<file path="src/hw/rtl/i2p_pkg.sv">
// ----------------------------------------------------------------------------
// i2p_pkg
// Shared types, character codes and helper functions for the infix-to-postfix
// converter (controller and datapath).
// ----------------------------------------------------------------------------
package i2p_pkg;

    // Character codes
    localparam logic [7:0] CH_PLUS  = 8'h2B;
    localparam logic [7:0] CH_MINUS = 8'h2D;
    localparam logic [7:0] CH_STAR  = 8'h2A;
    localparam logic [7:0] CH_SLASH = 8'h2F;
    localparam logic [7:0] CH_CARET = 8'h5E;
    localparam logic [7:0] CH_OPEN  = 8'h28;
    localparam logic [7:0] CH_CLOSE = 8'h29;

    // Output word source select
    typedef logic [1:0] t_emit_sel;
    localparam t_emit_sel SEL_SYM  = 2'd0;  // incoming character
    localparam t_emit_sel SEL_TOP  = 2'd1;  // top of operator stack
    localparam t_emit_sel SEL_MARK = 2'd2;  // bare end marker

    // Controller -> datapath commands
    typedef struct packed {
        logic      load_in;
        logic      push;
        logic      pop;
        logic      emit;
        t_emit_sel emit_sel;
        logic      emit_last;
        logic      clr_ovf;
    } t_cmd;

    // Datapath -> controller status
    typedef struct packed {
        logic is_end;
        logic is_alnum;
        logic is_open;
        logic is_close;
        logic cnt_zero;
        logic cnt_one;
        logic top_is_open;
        logic pop_ok;
        logic out_free;
    } t_sts;

    // Operator priority: 0 for anything that is not an arithmetic operator
    function automatic logic [1:0] f_prio(input logic [7:0] c);
        logic [1:0] p;
        p = 2'd0;
        if (c == CH_PLUS || c == CH_MINUS) p = 2'd1;
        if (c == CH_STAR || c == CH_SLASH) p = 2'd2;
        if (c == CH_CARET)                 p = 2'd3;
        return p;
    endfunction

    function automatic logic f_is_alnum(input logic [7:0] c);
        return (c >= 8'h30 && c <= 8'h39) || (c >= 8'h41 && c <= 8'h5A) ||
               (c >= 8'h61 && c <= 8'h7A);
    endfunction

endpackage

</file>
<file path="src/hw/rtl/i2p_datapath.sv">
// ----------------------------------------------------------------------------
// i2p_datapath
// Input holding register, operator stack memory with registered top read,
// stack count, sticky overflow flag and the output word register.
// ----------------------------------------------------------------------------
module i2p_datapath #(
    parameter int STACK_DEPTH = 64
) (
    input  logic          i_clk,
    input  logic          i_rst_n,
    input  i2p_pkg::t_cmd i_cmd,
    output i2p_pkg::t_sts o_sts,
    input  logic [7:0]    i_s_tdata,   // [7:0] symbol
    input  logic          i_s_tlast,   // end_of_expression
    output logic          o_m_tvalid,
    input  logic          i_m_tready,
    output logic [7:0]    o_m_tdata,   // [7:0] out_symbol
    output logic [1:0]    o_m_tuser,   // [0] symbol_valid, [1] overflow
    output logic          o_m_tlast    // last
);
    import i2p_pkg::*;

    localparam int AW = (STACK_DEPTH > 1) ? $clog2(STACK_DEPTH) : 1;
    localparam int CW = $clog2(STACK_DEPTH + 1);
    localparam logic [CW-1:0] DEPTH_C = CW'(STACK_DEPTH);

    logic [7:0]    r_sym;
    logic          r_end;
    logic [CW-1:0] r_count, n_count;
    logic          r_ovf;
    logic [7:0]    r_top;
    logic [7:0]    r_mem [STACK_DEPTH];
    logic [CW-1:0] cnt_m1;
    logic [AW-1:0] rd_addr;
    logic          full;
    logic          r_m_valid;
    logic [7:0]    r_m_data;
    logic [1:0]    r_m_user;
    logic          r_m_last;

    assign cnt_m1  = r_count - 1'b1;
    assign rd_addr = cnt_m1[AW-1:0];
    assign full    = (r_count == DEPTH_C);

    // Input word holding register
    always_ff @(posedge i_clk) begin
        if (i_cmd.load_in) begin
            r_sym <= i_s_tdata;
            r_end <= i_s_tlast;
        end
    end

    // Stack memory: write on push when not full, top read registered every cycle
    always_ff @(posedge i_clk) begin
        if (i_cmd.push && !full) begin
            r_mem[r_count[AW-1:0]] <= r_sym;
        end
        r_top <= r_mem[rd_addr];
    end

    // Stack count
    always_comb begin
        n_count = r_count;
        if (i_cmd.pop) begin
            n_count = cnt_m1;
        end else if (i_cmd.push && !full) begin
            n_count = r_count + 1'b1;
        end
    end

    always_ff @(posedge i_clk) begin
        if (!i_rst_n) begin
            r_count <= '0;
            r_ovf   <= 1'b0;
        end else begin
            r_count <= n_count;
            if (i_cmd.clr_ovf) begin
                r_ovf <= 1'b0;
            end else if (i_cmd.push && full) begin
                r_ovf <= 1'b1;
            end
        end
    end

    // Output word register
    always_ff @(posedge i_clk) begin
        if (!i_rst_n) begin
            r_m_valid <= 1'b0;
        end else if (i_cmd.emit) begin
            r_m_valid <= 1'b1;
        end else if (i_m_tready) begin
            r_m_valid <= 1'b0;
        end
    end

    always_ff @(posedge i_clk) begin
        if (i_cmd.emit) begin
            case (i_cmd.emit_sel)
                SEL_SYM:  r_m_data <= r_sym;
                SEL_TOP:  r_m_data <= r_top;
                default:  r_m_data <= 8'd0;
            endcase
            r_m_user[0] <= (i_cmd.emit_sel != SEL_MARK);
            r_m_user[1] <= i_cmd.emit_last & r_ovf;
            r_m_last    <= i_cmd.emit_last;
        end
    end

    assign o_m_tvalid = r_m_valid;
    assign o_m_tdata  = r_m_data;
    assign o_m_tuser  = r_m_user;
    assign o_m_tlast  = r_m_last;

    // Status to controller
    assign o_sts.is_end      = r_end;
    assign o_sts.is_alnum    = f_is_alnum(r_sym);
    assign o_sts.is_open     = (r_sym == CH_OPEN);
    assign o_sts.is_close    = (r_sym == CH_CLOSE);
    assign o_sts.cnt_zero    = (r_count == '0);
    assign o_sts.cnt_one     = (r_count == CW'(1));
    assign o_sts.top_is_open = (r_top == CH_OPEN);
    assign o_sts.pop_ok      = (f_prio(r_top) >= f_prio(r_sym));
    assign o_sts.out_free    = !r_m_valid || i_m_tready;

endmodule

</file>
<file path="src/hw/rtl/i2p_ctrl.sv">
// ----------------------------------------------------------------------------
// i2p_ctrl
// Sequencer: accepts one word, then decides per cycle whether to emit, push
// or pop, with a wait state after each emitting pop but the last of a flush.
// ----------------------------------------------------------------------------
module i2p_ctrl (
    input  logic          i_clk,
    input  logic          i_rst_n,
    input  logic          i_s_tvalid,
    output logic          o_s_tready,
    input  i2p_pkg::t_sts i_sts,
    output i2p_pkg::t_cmd o_cmd
);
    import i2p_pkg::*;

    localparam logic [1:0] ST_IDLE = 2'd0;
    localparam logic [1:0] ST_EVAL = 2'd1;
    localparam logic [1:0] ST_WAIT = 2'd2;

    logic [1:0] r_state, n_state;

    always_ff @(posedge i_clk) begin
        if (!i_rst_n) begin
            r_state <= ST_IDLE;
        end else begin
            r_state <= n_state;
        end
    end

    assign o_s_tready = (r_state == ST_IDLE);

    // Next state and commands
    always_comb begin
        n_state = r_state;
        o_cmd   = '0;
        case (r_state)
            ST_IDLE: begin
                if (i_s_tvalid) begin
                    o_cmd.load_in = 1'b1;
                    n_state       = ST_EVAL;
                end
            end
            ST_EVAL: begin
                if (i_sts.is_end) begin
                    // flush: pop everything, last word carries the flag
                    if (i_sts.out_free) begin
                        o_cmd.emit = 1'b1;
                        if (i_sts.cnt_zero) begin
                            o_cmd.emit_sel  = SEL_MARK;
                            o_cmd.emit_last = 1'b1;
                            o_cmd.clr_ovf   = 1'b1;
                            n_state         = ST_IDLE;
                        end else begin
                            o_cmd.emit_sel  = SEL_TOP;
                            o_cmd.pop       = 1'b1;
                            o_cmd.emit_last = i_sts.cnt_one;
                            o_cmd.clr_ovf   = i_sts.cnt_one;
                            n_state         = i_sts.cnt_one ? ST_IDLE : ST_WAIT;
                        end
                    end
                end else if (i_sts.is_alnum) begin
                    if (i_sts.out_free) begin
                        o_cmd.emit     = 1'b1;
                        o_cmd.emit_sel = SEL_SYM;
                        n_state        = ST_IDLE;
                    end
                end else if (i_sts.is_open) begin
                    o_cmd.push = 1'b1;
                    n_state    = ST_IDLE;
                end else if (i_sts.is_close) begin
                    // pop down to the open bracket, then drop it
                    if (i_sts.cnt_zero) begin
                        n_state = ST_IDLE;
                    end else if (i_sts.top_is_open) begin
                        o_cmd.pop = 1'b1;
                        n_state   = ST_IDLE;
                    end else if (i_sts.out_free) begin
                        o_cmd.emit     = 1'b1;
                        o_cmd.emit_sel = SEL_TOP;
                        o_cmd.pop      = 1'b1;
                        n_state        = ST_WAIT;
                    end
                end else begin
                    // operator or other code: pop higher or equal priority, then push
                    if (!i_sts.cnt_zero && i_sts.pop_ok) begin
                        if (i_sts.out_free) begin
                            o_cmd.emit     = 1'b1;
                            o_cmd.emit_sel = SEL_TOP;
                            o_cmd.pop      = 1'b1;
                            n_state        = ST_WAIT;
                        end
                    end else begin
                        o_cmd.push = 1'b1;
                        n_state    = ST_IDLE;
                    end
                end
            end
            ST_WAIT: begin
                // new top of stack is being read
                n_state = ST_EVAL;
            end
            default: begin
                n_state = ST_IDLE;
            end
        endcase
    end

endmodule

</file>
<file path="src/hw/rtl/infix_to_postfix_converter_unit.sv">
// ----------------------------------------------------------------------------
// infix_to_postfix_converter_unit
// Shunting-yard infix-to-postfix converter with an operator stack in memory.
// ----------------------------------------------------------------------------
// Usage:
//   Slave channel takes one ASCII character per word in s_tdata; s_tlast
//   marks the end word, which flushes the stack (its data is ignored).
//   Master channel returns postfix characters in m_tdata; m_tuser[0] is set
//   when a character is carried (clear on a bare end marker), m_tuser[1]
//   reports a dropped push on the last word, m_tlast marks the last word.
//   Timing: a word passes an accept state and a decide state before the
//   next can be accepted; a letter or digit is written to the output
//   register from the decide state. Each pop that emits a word, but the
//   last of the end flush, is followed by a wait state for the registered
//   read of the stack memory (one read port) before the next decision.
//   The output register separates the channels: the block keeps working
//   until it needs to emit while the previous word is still stalled, and
//   then waits for m_tready.
//   Reset empties the stack, clears the overflow flag and the output valid.
// ----------------------------------------------------------------------------
module infix_to_postfix_converter_unit #(
    parameter int STACK_DEPTH = 64
) (
    input  logic       i_clk,
    input  logic       i_rst_n,
    input  logic       i_s_tvalid,
    output logic       o_s_tready,
    input  logic [7:0] i_s_tdata,   // [7:0] symbol
    input  logic       i_s_tlast,   // end_of_expression
    output logic       o_m_tvalid,
    input  logic       i_m_tready,
    output logic [7:0] o_m_tdata,   // [7:0] out_symbol
    output logic [1:0] o_m_tuser,   // [0] symbol_valid, [1] overflow
    output logic       o_m_tlast    // last
);
    import i2p_pkg::*;

    t_cmd cmd;
    t_sts sts;

    i2p_ctrl u_ctrl (
        .i_clk      (i_clk),
        .i_rst_n    (i_rst_n),
        .i_s_tvalid (i_s_tvalid),
        .o_s_tready (o_s_tready),
        .i_sts      (sts),
        .o_cmd      (cmd)
    );

    i2p_datapath #(
        .STACK_DEPTH (STACK_DEPTH)
    ) u_datapath (
        .i_clk      (i_clk),
        .i_rst_n    (i_rst_n),
        .i_cmd      (cmd),
        .o_sts      (sts),
        .i_s_tdata  (i_s_tdata),
        .i_s_tlast  (i_s_tlast),
        .o_m_tvalid (o_m_tvalid),
        .i_m_tready (i_m_tready),
        .o_m_tdata  (o_m_tdata),
        .o_m_tuser  (o_m_tuser),
        .o_m_tlast  (o_m_tlast)
    );

    // Assertions
    a_no_emit_when_ready: assert property (@(posedge i_clk) disable iff (!i_rst_n)
        !(o_s_tready && cmd.emit))
        else $error("emit while accepting input");

    a_push_pop_excl: assert property (@(posedge i_clk) disable iff (!i_rst_n)
        !(cmd.push && cmd.pop))
        else $error("push and pop in the same cycle");

    a_last_only_on_end: assert property (@(posedge i_clk) disable iff (!i_rst_n)
        cmd.emit_last |-> sts.is_end)
        else $error("last word outside end flush");

    a_emit_needs_room: assert property (@(posedge i_clk) disable iff (!i_rst_n)
        cmd.emit |-> sts.out_free)
        else $error("emit into a full output register");

endmodule

</file>
<file path="config.mk">
export PLATFORM = sky130hd
export DESIGN_NAME = infix_to_postfix_converter_unit
export DESIGN_NICKNAME = d
export VERILOG_FILES = /design/src/hw/rtl/i2p_pkg.sv /design/src/hw/rtl/i2p_datapath.sv /design/src/hw/rtl/i2p_ctrl.sv /design/src/hw/rtl/infix_to_postfix_converter_unit.sv
export SDC_FILE = /design/constraint.sdc
export NUM_CORES = 1
export LEC_CHECK = 0
export BUFFER_PORTS_ARGS = -buffer_cell sky130_fd_sc_hd__buf_4
export CAP_MARGIN = 5
export CORE_ASPECT_RATIO = 1.1
export CORE_MARGIN = 1.5
export CORE_UTILIZATION = 40
export CTS_CLUSTER_SIZE = 24
export DETAILED_ROUTE_END_ITERATION = 10
export GPL_TIMING_DRIVEN = 0
export PLACE_DENSITY = 0.61
export SKIP_LAST_GASP = 1
export SLEW_MARGIN = 40
export SYNTH_ARGS = -nofsm -noshare
export SYNTH_HDL_FRONTEND = slang
export SYNTH_SLANG_ARGS = --single-unit
</file>
<file path="constraint.sdc">
create_clock -name i_clk -period 4.5 [get_ports i_clk]
set_input_delay 0.45 -clock i_clk [delete_from_list [all_inputs] [get_ports i_clk]]
set_output_delay 0.45 -clock i_clk [all_outputs]
set_load 0.02 [all_outputs]
</file>
==> metrics.cfg <==
[route]
final_antenna_net_count = 0
viasPerCell = 5.506
drt-total-wl_mm = 48.32
via_count = 10590
drtIter0Drc = 1041
dr.pass1.iters = 5
wl_per_cell_um = 25.11
route.detailed.drc = 0

[final_layout]
diodes = 0
drive_above_1_share_pct = 35.95
finalInstanceArea_um2 = 25550
fin_util_pct = 47.60
fin_cells = 1924
n_fill_cell = 4455
nets = 1168
areaGrowthSynthToFinish_pct = 17.34

[synthesis]
avgSynthCellArea_um2 = 21.47
ys_ff_latch = 551
synth_edf_count = 532
synthDistinctLibCells = 55
yosys-top-cells-area = edfxtp_1, mux4_2, dfxtp_1, nor2_1, clkbuf_1
yosys_warnings = 0
yosys.area.top_type = edfxtp_1
ys.flop_type = edfxtp_1
synth_top_area_share_pct = 73.37
syn_inst = 1014
async_flop_share_pct = 0
synth_fp_nets = 1032
synth.cell_area_um2 = 21770
yosysSeqAreaShare_pct = 75.12

[floorplan]
start_util_pct = 40.57
core-area_um2 = 53670
die_w_um = 225.5
ios = 26
rows = 89
die-area_um2 = 55840
dieHeight_um = 247.7

[clock_network]
cts_sinks = 551
htreeDepth = 2
tritoncts = yes
clk_path_buf_depth = 3
clock_latency_ns = 0.61
path_clk_slew_ns = 0.06
clock-root-buffer = clkbuf_16
cts_buffers = 56

[placed_design]
port_buffers = 25
gp_congestion = 0.8030
placedInstanceArea_um2 = 23290
placed_cells = 1799
place_hpwl_mm = 32.95

[sta]
drv_slew = 0
hold_viol = 0
finalSetupTns_ns = 0
setup-violations-final = 0
period_share_pct = 97.97
finalCriticalPeriod_ns = 4.409
slew_headroom_pct = 44.59
skew_ns = 0.01940
tightest_slew_ns = 0.8266
rsz0062_at_grt = true
fmax_mhz = 226.8

[worst_setup_path]
reg2reg_slack_ns = 0.09
crit_type = flop to flop
endpoint = u_datapath.r_mem[30][2]$_DFFE_PP_
critPathMaxFanout = 14
worst-path-stages = 13
critPathLaunch = u_datapath.r_sym[5]$_DFFE_PP_
crit_chain = buf_6 -> nand3b_1 -> nor4_1 -> a31o_2 -> ha_1 -> nand2b_1 -> a21oi_1 -> o31ai_2 -> or3_1 -> buf_6 -> or3_1 -> clkbuf_1 -> nor2_2
crit_slowest_cell = edfxtp_1
r2r_cells = 13
critPathTopFamily = simple AND/OR/NAND/NOR gates
worstSetupStartpointType = flop
timing.rr.end = u_datapath.r_mem[30][2]$_DFFE_PP_
cp_num_buf_inv = 3
crit_arrival_ns = 4.64
required_ns = 4.73
slowest_delay_ns = 0.53
cp-end-kind = flop
r2r-start = u_datapath.r_sym[5]$_DFFE_PP_

[power_and_ir_drop]
leakage_nw = 7.746
p_per_area_nw_per_um2 = 672.7
peakVddDrop_uv = 351.3

[global_routing]
grtUsageTotal_pct = 17.89
grt_pass1_wl_mm = 71.66
overflow = 0
first_global_vias = 10640
grt_max_degree = 23
antenna_found_initial = 1

[hold_path]
hold_class = primary input to flop

[run_status]
status = completed

[job]
cap_violations = 0

-- kinds of logic after synthesis --
family | Yosys count | synth area share (%)
compound gates | 43 | 1.437
xor+xnor | 10 | 0.4022
fa+ha+maj | 5 | 0.2873
buf+inv | 69 | 1.299
flops | 551 | 75.12
mux | 171 | 17.52
simple gates | 165 | 3.936
-- layout make-up --
| type | count | area [µm²] | share of cell area [%] |
|---|---|---|---|
| clock buffers | 66 | 1460 | 5.715 |
| repair buffers | 82 | 845.8 | 3.310 |
| inverters | 11 | 41.29 | 0.1616 |
| well taps | 728 | 910.9 | 3.565 |
| clock inverters | 38 | 214.0 | 0.8374 |
| multi-input cells | 394 | 5451 | 21.34 |
| flip-flops and latches | 551 | 16360 | 64.02 |
| plain buffers | 54 | 270.3 | 1.058 |
-- cell usage in the layout (no fill, tap or decap), types with 14 or more instances in the layout --
master,count
clkinv_1,17
clkinv_2,14
nor2_1,21
nor2_2,29
clkbuf_16,57
clkbuf_1,28
dfxtp_1,19
buf_6,33
buf_4,37
buf_2,15
clkbuf_2,15
edfxtp_1,532
nor2_4,28
mux4_2,168
-- worst min-delay path by stage --
stage                                         end                               start  cells past startpoint  slack [ns]
6_report            u_datapath.r_sym[7]$_DFFE_PP_                        i_s_tdata[7]                      1        0.03
5_1_grt             u_datapath.r_sym[7]$_DFFE_PP_                        i_s_tdata[7]                      1       0.008
4_1_cts             u_datapath.r_sym[3]$_DFFE_PP_                        i_s_tdata[3]                      1      0.0003
3_5_place_dp   u_datapath.r_count[6]$_SDFFE_PN0P_  u_datapath.r_count[6]$_SDFFE_PN0P_                      2        0.53
3_3_place_gp   u_datapath.r_count[6]$_SDFFE_PN0P_  u_datapath.r_count[6]$_SDFFE_PN0P_                      2        0.53
2_1_floorplan  u_datapath.r_count[6]$_SDFFE_PN0P_  u_datapath.r_count[6]$_SDFFE_PN0P_                      2        0.50
-- registers in the layout, indices dropped and copies added (netlist names) --
signal,flops
u_ctrl.r_state,2
u_datapath.r_top,8
u_datapath.o_m_tuser,2
u_datapath.r_sym,8
u_datapath.r_count,7
u_datapath.r_end,1
u_datapath.o_m_tlast,1
u_datapath.o_m_tdata,8
u_datapath.o_m_tvalid,1
u_datapath.r_ovf,1
u_datapath.r_mem,512
-- Yosys cell counts, types with 2 or more instances --
cell type,instances
o22ai_1,2
nor2b_1,3
a211o_1,2
inv_1,11
and3b_1,2
a21oi_1,5
mux4_2,168
buf_6,3
or4_1,3
o21ai_0,7
edfxtp_1,532
a22o_1,8
o21a_1,3
nand2b_1,5
a211oi_1,2
dfxtp_1,19
or3_1,10
nand3b_1,4
ha_1,5
and2_1,4
xor2_1,4
buf_1,14
nand2_1,12
mux2i_1,2
nor2_1,70
nor2_2,8
o31a_1,2
xnor2_1,6
nor3_1,8
a31oi_1,3
clkbuf_1,40
nor3b_1,2
nand3_1,14
nor4_1,8
and3_1,3
-- stage by stage --
step,setup slack (ns),power (W),hold slack [ns]
4_1_cts,0.02067,0.01730,0.0002781
5_1_grt,-0.1093,0.01783,0.007753
3_5_place_dp,-1.493,0.01298,0.5291
6_report,0.09122,0.01719,0.02972
3_3_place_gp,-1.685,0.01284,0.5251
2_1_floorplan,0.04244,0.01061,0.4968
-- per-layer routing --
layer  GRT usage, %  wire (µm)
met3          2.320       2417
met4          5.606       1048
met2          29.56      24160
met5              0          0
met1          24.87      20690
-- report_power, final --
group	total, W	internal, W	switching, W	leakage, nW
clock	0.00426	0.00237	0.00189	0.827
sequential	0.00594	0.00584	0.000105	4.94
combinational	0.00699	0.00318	0.00380	1.97
total	0.0172	0.0114	0.00580	7.75
-- timing repair --
| action | 4_1_cts | 5_1_grt |
|---|---|---|
| pin swaps | 5 | 6 |
| hold endpoints to repair | 6 | 0 |
| hold buffers | 6 | 0 |
| gates resized for setup | 67 | 21 |
| setup buffers | 9 | 10 |
| endpoints found under the setup margin | 505 | 416 |
Power figures use the tool's default switching activity.
